<file path="src/rfc_pkg.sv">
// ----------------------------------------------------------------------------
// rfc_pkg
// Shared types, constants and the byte-wide CRC-16/MODBUS update used by
// the response frame checker.
// ----------------------------------------------------------------------------
`default_nettype none

package rfc_pkg;

    localparam int unsigned POS_W     = 4;
    localparam int unsigned FRAME_LEN = 9;
    localparam int unsigned CRC_SPAN  = 7;

    localparam logic [POS_W-1:0] POS_IDLE   = 4'd9;
    localparam logic [POS_W-1:0] POS_LAST   = POS_W'(FRAME_LEN - 1);
    localparam logic [POS_W-1:0] POS_CRC_HI = 4'd7;
    localparam logic [POS_W-1:0] POS_VAL_B0 = 4'd3;
    localparam logic [POS_W-1:0] POS_VAL_B1 = 4'd4;
    localparam logic [POS_W-1:0] POS_VAL_B2 = 4'd5;
    localparam logic [POS_W-1:0] POS_VAL_B3 = 4'd6;
    localparam logic [POS_W-1:0] POS_SPAN   = POS_W'(CRC_SPAN);

    localparam logic [15:0] CRC_INIT = 16'hFFFF;
    localparam logic [15:0] CRC_POLY = 16'hA001;

    typedef struct packed {
        logic [7:0] rx_byte;
        logic       frame_start;
    } t_rfc_in;

    typedef struct packed {
        logic [31:0] value_bits;
        logic [15:0] crc_computed;
        logic [15:0] crc_received;
        logic        crc_ok;
    } t_rfc_out;

    // One byte through the reflected CRC: eight shift/xor steps.
    function automatic logic [15:0] crc_update(input logic [15:0] crc,
                                               input logic [7:0]  b);
        logic [15:0] c;
        c = crc ^ {8'h00, b};
        for (int k = 0; k < 8; k++) begin
            if (c[0]) begin
                c = (c >> 1) ^ CRC_POLY;
            end else begin
                c = c >> 1;
            end
        end
        return c;
    endfunction

endpackage

`default_nettype wire

</file>
<file path="src/rfc_frame_proc.sv">
// ----------------------------------------------------------------------------
// rfc_frame_proc
// Frame tracking state and per-byte processing: position, CRC accumulator,
// value word and received CRC high byte.
// ----------------------------------------------------------------------------
`default_nettype none

module rfc_frame_proc (
    input  wire logic              i_clk,
    input  wire logic              i_rst_n,
    input  wire logic              i_advance,
    input  wire rfc_pkg::t_rfc_in  i_item,
    output logic                   o_res_vld,
    output rfc_pkg::t_rfc_out      o_res
);
    import rfc_pkg::*;

    logic [POS_W-1:0] r_pos, n_pos;
    logic [15:0]      r_crc, n_crc;
    logic [31:0]      r_word, n_word;
    logic [7:0]       r_hi, n_hi;

    logic [POS_W-1:0] pos;
    logic             active;
    logic [15:0]      crc_base;
    logic [31:0]      word_base;
    logic [7:0]       hi_base;
    logic [7:0]       b;

    always_comb begin
        b         = i_item.rx_byte;
        pos       = i_item.frame_start ? '0 : r_pos;
        active    = i_item.frame_start || (r_pos < POS_IDLE);
        crc_base  = i_item.frame_start ? CRC_INIT : r_crc;
        word_base = i_item.frame_start ? '0 : r_word;
        hi_base   = i_item.frame_start ? '0 : r_hi;

        n_crc  = (pos < POS_SPAN) ? crc_update(crc_base, b) : crc_base;
        n_word = word_base;
        case (pos)
            POS_VAL_B0: n_word = word_base | {24'h0, b};
            POS_VAL_B1: n_word = word_base | {16'h0, b, 8'h0};
            POS_VAL_B2: n_word = word_base | {8'h0, b, 16'h0};
            POS_VAL_B3: n_word = word_base | {b, 24'h0};
            default:    n_word = word_base;
        endcase
        n_hi  = (pos == POS_CRC_HI) ? b : hi_base;
        n_pos = (pos == POS_LAST) ? POS_IDLE : pos + 1'b1;

        o_res_vld           = active && (pos == POS_LAST);
        o_res.value_bits    = n_word;
        o_res.crc_computed  = n_crc;
        o_res.crc_received  = {hi_base, b};
        o_res.crc_ok        = (n_crc == {hi_base, b});
    end

    always_ff @(posedge i_clk) begin
        if (!i_rst_n) begin
            r_pos  <= POS_IDLE;
            r_crc  <= CRC_INIT;
            r_word <= '0;
            r_hi   <= '0;
        end else if (i_advance && active) begin
            r_pos  <= n_pos;
            r_crc  <= n_crc;
            r_word <= n_word;
            r_hi   <= n_hi;
        end
    end

endmodule

`default_nettype wire

</file>
<file path="src/rfc_out_reg.sv">
// ----------------------------------------------------------------------------
// rfc_out_reg
// Result register: holds a finished result until the receiver takes it.
// ----------------------------------------------------------------------------
`default_nettype none

module rfc_out_reg (
    input  wire logic               i_clk,
    input  wire logic               i_rst_n,
    input  wire logic               i_load,
    input  wire rfc_pkg::t_rfc_out  i_res,
    input  wire logic               i_stall,
    output logic                    o_free,
    output logic                    o_valid,
    output rfc_pkg::t_rfc_out       o_data
);
    import rfc_pkg::*;

    logic     r_vld;
    t_rfc_out r_data;

    assign o_free  = !r_vld || !i_stall;
    assign o_valid = r_vld;
    assign o_data  = r_data;

    always_ff @(posedge i_clk) begin
        if (!i_rst_n) begin
            r_vld <= 1'b0;
        end else if (i_load) begin
            r_vld <= 1'b1;
        end else if (!i_stall) begin
            r_vld <= 1'b0;
        end
    end

    // Payload: load only; hold while stalled.
    always_ff @(posedge i_clk) begin
        if (i_load) begin
            r_data <= i_res;
        end
    end

endmodule

`default_nettype wire

</file>
<file path="src/response_frame_checker_core.sv">
// ----------------------------------------------------------------------------
// response_frame_checker_core
// Byte-serial checker for a 9-byte instrument response frame with a
// CRC-16/MODBUS trailer.
// ----------------------------------------------------------------------------
// Usage:
//   Input channel (i_valid / o_stall / i_data): one received byte per
//   transfer, with frame_start set on byte 0 of each frame. A start always
//   restarts the frame; bytes outside a frame are dropped.
//   Output channel (o_valid / i_stall / o_data): one transfer per complete
//   frame, issued on byte 8, carrying the IEEE-754 value bits (bytes 6..3),
//   the CRC computed over bytes 0..6, the received CRC (byte 7 high, byte 8
//   low) and a match flag.
//   Throughput: one byte per cycle while no stall holds it. The per-byte CRC
//   update is one short combinational step between the input register and
//   the state/result registers.
//   Result path: byte 8 passes the input register, then the result register,
//   where o_valid rises once the result slot is free.
//   Reset (i_rst_n low, synchronous) empties both registers and returns the
//   frame tracker to waiting for a start.
//   Stall: while i_stall holds a result, the input register still advances
//   bytes that produce no result; a byte that would produce a new result
//   waits and o_stall rises until the receiver takes the result.
// ----------------------------------------------------------------------------
`default_nettype none

module response_frame_checker_core (
    input  wire logic               i_clk,
    input  wire logic               i_rst_n,
    input  wire logic               i_valid,
    output logic                    o_stall,
    input  wire rfc_pkg::t_rfc_in   i_data,
    output logic                    o_valid,
    input  wire logic               i_stall,
    output rfc_pkg::t_rfc_out       o_data
);
    import rfc_pkg::*;

    // Input register
    logic    r_in_vld;
    t_rfc_in r_in_data;

    logic     res_vld;
    t_rfc_out res;
    logic     out_free;
    logic     advance;
    logic     accept;

    // Advance the held byte when it makes no result or the result slot frees.
    assign advance = r_in_vld && (!res_vld || out_free);
    assign o_stall = r_in_vld && !advance;
    assign accept  = i_valid && !o_stall;

    always_ff @(posedge i_clk) begin
        if (!i_rst_n) begin
            r_in_vld <= 1'b0;
        end else if (accept) begin
            r_in_vld <= 1'b1;
        end else if (advance) begin
            r_in_vld <= 1'b0;
        end
    end

    always_ff @(posedge i_clk) begin
        if (accept) begin
            r_in_data <= i_data;
        end
    end

    rfc_frame_proc u_proc (
        .i_clk     (i_clk),
        .i_rst_n   (i_rst_n),
        .i_advance (advance),
        .i_item    (r_in_data),
        .o_res_vld (res_vld),
        .o_res     (res)
    );

    rfc_out_reg u_out (
        .i_clk   (i_clk),
        .i_rst_n (i_rst_n),
        .i_load  (advance && res_vld),
        .i_res   (res),
        .i_stall (i_stall),
        .o_free  (out_free),
        .o_valid (o_valid),
        .o_data  (o_data)
    );

endmodule

`default_nettype wire

</file>
<file path="config.mk">
export PLATFORM = sky130hd
export DESIGN_NAME = response_frame_checker_core
export DESIGN_NICKNAME = d
export VERILOG_FILES = /design/src/rfc_pkg.sv /design/src/rfc_frame_proc.sv /design/src/rfc_out_reg.sv /design/src/response_frame_checker_core.sv
export SDC_FILE = /design/constraint.sdc
export NUM_CORES = 1
export LEC_CHECK = 0
export ABC_AREA = 1
export ABC_CLOCK_PERIOD_IN_PS = 4200
export BUFFER_PORTS_ARGS = -buffer_cell sky130_fd_sc_hd__buf_2
export CAP_MARGIN = 20
export CORE_MARGIN = 10
export CORE_UTILIZATION = 55
export CTS_CLUSTER_SIZE = 12
export DETAILED_ROUTE_END_ITERATION = 8
export GPL_TIMING_DRIVEN = 0
export HOLD_SLACK_MARGIN = 0.15
export PLACE_DENSITY = 0.77
export SKIP_LAST_GASP = 1
export SYNTH_ARGS = -nofsm -noshare
export SYNTH_HDL_FRONTEND = slang
export SYNTH_SLANG_ARGS = --single-unit
</file>
<file path="constraint.sdc">
create_clock -name i_clk -period 4.2 [get_ports i_clk]
set_input_delay 0.21 -clock i_clk [delete_from_list [all_inputs] [get_ports i_clk]]
set_output_delay 0.21 -clock i_clk [all_outputs]
set_load 0.03 [all_outputs]
</file>
* Yosys cells after proc, flatten, opt, wreduce, memory -nomap -nowiden
Cells that the tools add are included.
** Storage, ports and cells
- Flip-flop bits (word level) :: 136
- Bits of input ports :: 13
- Output and inout port bits :: 67
- Word-level logic and storage cells :: 71
** Cells by class
- $add $sub $neg :: 1
- Magnitude comparators :: 2
- Eq/ne operators :: 8
- Muxes and demuxes :: 20
- Bitwise gates (word level) :: 13
- Reduce and logical (&&, ||, !) cells :: 15
** Operators by type and width (number)
- $mux W16 :: 10
- $pmux W32 S4 :: 1
- $mux W32 :: 1
- $or A32 B16 Y32 :: 1
- $or A32 B24 Y32 :: 1
- $or A32 B32 Y32 :: 1
- $or A32 B8 Y32 :: 1
- $not A2 Y3 :: 8
- $eq A16 B16 Y1 :: 1
- $eq A4 B3 Y1 const B :: 4
- $mux W8 :: 2
- $xor A16 B8 Y16 :: 1
- $mux W4 :: 2
- $logic_and A1 B1 Y1 :: 6
- $logic_not A1 Y1 :: 5
- $add A4 B1 Y4 const B :: 1
- $eq A4 B2 Y1 const B :: 1
- $eq A4 B4 Y1 const B :: 1
- $lt A4 B3 Y1 const B :: 1
- $lt A4 B4 Y1 const B :: 1
- $mux W1 :: 4
- $logic_or A1 B1 Y1 :: 3
- $ne A2 B1 Y1 const B :: 1
- $reduce_bool A2 Y1 :: 1

* Longest topological paths before layout
- Word-level depth :: 20
- Mapped depth :: 23
- Gate-level depth less buffers :: 18

* By module
From an unflattened synthesis, not the netlist that was laid out.
** Unflattened totals
- Cell total of the unflattened synthesis :: 752
- Area total of the unflattened synthesis :: 6182.2 um^2
** Modules (own cells, without submodules)
- rfc_frame_proc :: times used 1, cells each 660, area each 3839.9 um^2, seq. area each 1201.2 um^2
- rfc_out_reg :: times used 1, cells each 70, area each 1994.4 um^2, seq. area each 1971.9 um^2
- response_frame_checker_core :: times used 1, cells each 22, area each 347.8 um^2, seq. area each 290.3 um^2

* Worst setup path before layout
No wires, ideal clock.
- Kind :: register -> register
- Start point :: register r_in_data[0] in the netlist's numbering
- End point :: register u_out.r_data, in the netlist u_out.o_data[0], enable pin
- Setup time :: 419 ps
- Data arrival time :: 3108 ps
- Required time :: 3781 ps
- Slack :: 673 ps
- Stages on the path, launching flop included :: 13
- Path buffers :: 5
- Period minus slack after synthesis :: 3527 ps
- Path through :: edfxtp_1 -> buf_6 -> buf_6 -> buf_4 -> buf_2 -> buf_2 -> nor2_1 -> inv_1 -> ha_1 -> nand2_1 -> nor2_1 -> nand4_1 -> inv_1
** On the way
- Cells in the longest elaborated chain, start to end :: 7
- Elaborated cells between the ends (all ways) :: 8
- Those cells by class :: eq/ne: 1; mux: 1; reduce/logical: 6
** RTL lines
- start: declaration :: line response_frame_checker_core.sv:41 : t_rfc_in r_in_data;
- start signal: assignment :: line response_frame_checker_core.sv:66 : r_in_data <= i_data;
- $mux W4 :: line rfc_frame_proc.sv:32 : pos = i_item.frame_start ? '0 : r_pos;
- $eq A4 B4 Y1 :: line rfc_frame_proc.sv:50 : o_res_vld = active && (pos == POS_LAST);
- $logic_and A1 B1 Y1 * :: line rfc_frame_proc.sv:50
- $logic_not A1 Y1 :: line response_frame_checker_core.sv:50 : assign advance = r_in_vld && (!res_vld || out_free);
- $logic_or A1 B1 Y1 :: line response_frame_checker_core.sv:50
- $logic_and A1 B1 Y1 :: line response_frame_checker_core.sv:50
- $logic_and A1 B1 Y1 * :: line response_frame_checker_core.sv:82 : .i_load (advance && res_vld),
- via u_out.i_load :: line rfc_out_reg.sv:10 : input wire logic i_load,
- end signal: assignment :: line rfc_out_reg.sv:39 : r_data <= i_res;
- end: declaration :: line rfc_out_reg.sv:20 : t_rfc_out r_data;
The timed path passes the listed nets; every way through them passes the cells marked *.
A chain may end at the register's enable or synchronous reset.

* Final worst setup path
- Start point :: register r_in_data[0] in the netlist's numbering
- End point :: register u_proc.r_word[22]
** On the way
- Cells in the longest elaborated chain, start to end :: 7
- Elaborated cells between the ends (all ways) :: 18
- Those cells by class :: eq/ne: 5; mux: 3; bitwise: 4; reduce/logical: 6
** RTL lines
- $mux W4 :: line rfc_frame_proc.sv:32
- $eq A4 B4 Y1 :: line rfc_frame_proc.sv:50
- $logic_and A1 B1 Y1 :: line rfc_frame_proc.sv:50
- $logic_not A1 Y1 :: line response_frame_checker_core.sv:50
- $logic_or A1 B1 Y1 :: line response_frame_checker_core.sv:50
- $logic_and A1 B1 Y1 :: line response_frame_checker_core.sv:50
- $logic_and A1 B1 Y1 :: line rfc_frame_proc.sv:63 : end else if (i_advance && active) begin
- end signal: assignment :: line rfc_frame_proc.sv:66 : r_word <= n_word;
- end: declaration :: line rfc_frame_proc.sv:20 : logic [31:0] r_word, n_word;
Several ways; a longest one is shown, not always the timed one.

==> run_results.csv <==
group,metric,value,unit
die,die_x,125,µm
sta,setup_ws,0.371,ns
placement,routabilityCongestion,0.949,
logic_synthesis,avgSynthCellArea,8.69,µm²
logic_synthesis,ys_seq_area_frac,0.575,
hold_path,min_to,"r_in_data[8]$_DFFE_PP_",
logic_synthesis,yosysTopAreaCellShare,0.369,
route,wl_per_cell,17.2,µm
clocking,clock_latency,0.53,ns
die,die_area,15500,µm²
setup_path,r2r_cells,15,
die,placementRows,38,
sta,slew_violations,0,
hold_path,min_delay_path_depth,2,
power_and_ir_drop,powerDensity,480,nW/µm²
setup_path,r2r-end,"u_proc.r_word[22]$_SDFFE_PN0P_",
clocking,cts_buffers,17,
clocking,cts_root_buf,"clkbuf_8",
route,postRouteAntennaNets,0,
route,dr_total_vias,5404,
global_routing,grt_pass1_vias,5167,
global_routing,grt_first_pass_wirelength,26500,µm
clocking,cts_num_sinks,136,
job,max_cap_viol_count,0,
global_routing,grt_usage,0.209,
route,drc,0,
clocking,cts_resized,0,
global_routing,antenna_found_initial,0,
sta,setup_viol,0,
layout,nets,821,
sta,worstMarginPinSlew,0.604,ns
setup_path,start_kind,"flop",
logic_synthesis,syn_nets,710,
setup_path,cpMaxStageDelayCell,"edfxtp_1",
logic_synthesis,synth_edf_count,74,
route,drt_iter0_drc,681,
logic_synthesis,synth-seq-cells,136,
power_and_ir_drop,p_leak,3.03,nW
placement,hpwl,11500,µm
setup_path,rr_startpoint,"r_in_data[0]$_DFFE_PP_",
setup_path,cp_max_fo,10,
hold_path,hp-start,"i_data[8]",
clocking,post_cts_buffers,0,
sta,min_period,3.83,ns
route,routed_via_density,5.65,
setup_path,arrival,4.22,ns
sta,rsz0062_at_grt,"no",
route,firstDrtPassIters,5,
sta,hold_ws,0.392,ns
status,status,"completed",
logic_synthesis,syn-cell-area,6020,µm²
setup_path,max_stage_delay,0.47,ns
placement,port_buffers,79,
clocking,cts.clk_slew.worst_paths,0.06,ns
clocking,cts_tree,"done",
route,wl,16500,µm
setup_path,crit_type,"reg2reg",
clocking,h-tree-depth,4,
sta,min_period_over_period,0.912,
layout,area_growth_syn_to_layout,22.4,%
global_routing,overflow,0,
logic_synthesis,netlist_top_cells_count,"nand2_1, inv_1, edfxtp_1",
setup_path,cp-end-kind,"flop",
setup_path,r2r_slack,0.37,ns
logic_synthesis,synthFlopType,"edfxtp_1",
die,start_util,0.558,
logic_synthesis,synth_most_common_cell,"nand2_1",
setup_path,path_cells,"buf_6 > buf_6 > buf_4 > buf_2 > buf_2 > nor2_1 > inv_1 > ha_1 > nand2_1 > nor2_1 > nand4_1 > nand3_1 > clkbuf_1 > clkbuf_1 > a21oi_1",
sta,hold_violations,0,
sta,clock_skew,0.00701,ns
sta,fmax,261,MHz
logic_synthesis,syn_inst,693,
die,die_y,125,µm
layout,layout-drive-gt1-share,0.169,
global_routing,grt_max_degree,44,
sta,slew_headroom,0.597,
setup_path,crit_required,4.59,ns
logic_synthesis,yosys-top-cells-area,"edfxtp_1, dfxtp_1, nand2_1, inv_1, o21ai_0",
die,design.core.area,10800,µm²
layout,final.fill_count,836,
hold_path,hold_path_class,"in2reg",
logic_synthesis,synthArstFlopShare,0,
clocking,clk_path_buf_depth,2,
die,io_pins,80,
placement,place_ws,0.524,ns
logic_synthesis,synth_cell_types,32,
logic_synthesis,synth.largest_area_cell,"edfxtp_1",
logic_synthesis,ys.warnings.count,0,
power_and_ir_drop,power.total,3.54,mW
layout,n_antenna_cell,0,
power_and_ir_drop,vdd_drop_max,0.000293,V
flip-flops by register name, summed over array words and instances, names as in the netlist:
register       flops
u_proc.r_pos       4
u_proc.r_crc      16
u_proc.r_word     32
r_in_data          9
r_in_vld           1
u_out.o_valid      1
u_out.o_data      65
u_proc.r_hi        8
logic make-up (layout without fill, tap and decap cells):
family,count (synthesis),after routing,synth area share
and+or+nand+nor,263,263,0.176
AOI/OAI and AO/OA,168,168,0.154
DFF,136,136,0.575
buffers and inverters,120,244,0.0829
adders and majority gates,4,4,0.00831
xor gates and xnor gates,2,2,0.00291
cells in the final DEF, fill, tap and decap left out, drive strengths merged, types with 2 or more instances in the layout:
cell	synthesis	final
clkinvlp	0	2
nand2	190	190
a31oi	8	8
o211ai	6	6
nor2	42	42
edfxtp	74	74
nand3	27	27
xor2	2	2
o21ai	68	68
inv	91	94
clkinv	1	4
buf	13	93
bufinv	0	5
a21oi	51	51
clkbuf	15	34
ha	4	4
nand4	2	2
dfxtp	62	62
dlygate4sd3	0	12
o22ai	32	32
routing by layer:
metal | track usage | share of wire
met5 | 0 | 0
met3 | 0.0468 | 0.095
met1 | 0.277 | 0.42
met2 | 0.321 | 0.46
met4 | 0.0925 | 0.028
through the flow:
step | cells | cell area [µm²] | utilization | TNS, ns
after floorplan | 693 | 6020 | - | 0
after global placement | 912 | 6590 | 0.611 | -9.76
after detailed placement | 913 | 6610 | 0.613 | 0
after CTS | 957 | 7370 | 0.683 | 0
after global routing | 957 | 7370 | 0.683 | 0
final | 957 | 7370 | 0.683 | 0
critical path, delay by kind of cell, from the launching register on:
kind            cells  cell delay [ns]
compound gates      1             0.16
fa+ha+maj           1             0.17
buf+inv             8             2.01
flops               1             0.47
simple gates        5             0.86
layout make-up:
class	count	area, µm²	area share
Clock inverter	13	218	0.0295
Timing Repair Buffer	92	536	0.0727
Buffer	28	151	0.0205
Clock buffer	19	422	0.0572
Sequential cell	136	3460	0.470
Inverter	92	348	0.0472
Multi-Input combinational cell	437	2060	0.279
Tap cell	140	175	0.0238
report_power, final:
group | leakage [nW] | total [mW] | switching (mW) | internal [mW]
sequential | 1.16 | 1.50 | 0.0354 | 1.46
combinational | 1.56 | 0.427 | 0.295 | 0.132
clock | 0.304 | 1.62 | 0.585 | 1.03
what timing repair did:
item / CTS / global route
hold endpoints to repair: 16 / 0
hold buffers: 12 / 0
setup endpoints to repair: 0 / 0
how the worst max path moves through the flow:
stage / startpoint / to / depth (start not counted)
finish: r_in_data[0]$_DFFE_PP_ / u_proc.r_word[22]$_SDFFE_PN0P_ / 15
global route: r_in_data[0]$_DFFE_PP_ / u_proc.r_word[22]$_SDFFE_PN0P_ / 15
CTS: r_in_data[0]$_DFFE_PP_ / u_proc.r_word[22]$_SDFFE_PN0P_ / 15
detailed placement: r_in_data[0]$_DFFE_PP_ / u_proc.r_word[22]$_SDFFE_PN0P_ / 15
global placement: r_in_data[0]$_DFFE_PP_ / u_out.o_data[29]$_DFFE_PP_ / 12
floorplan: r_in_data[0]$_DFFE_PP_ / u_out.o_data[0]$_DFFE_PP_ / 12
Note: power is estimated with default switching activity, not from simulation.
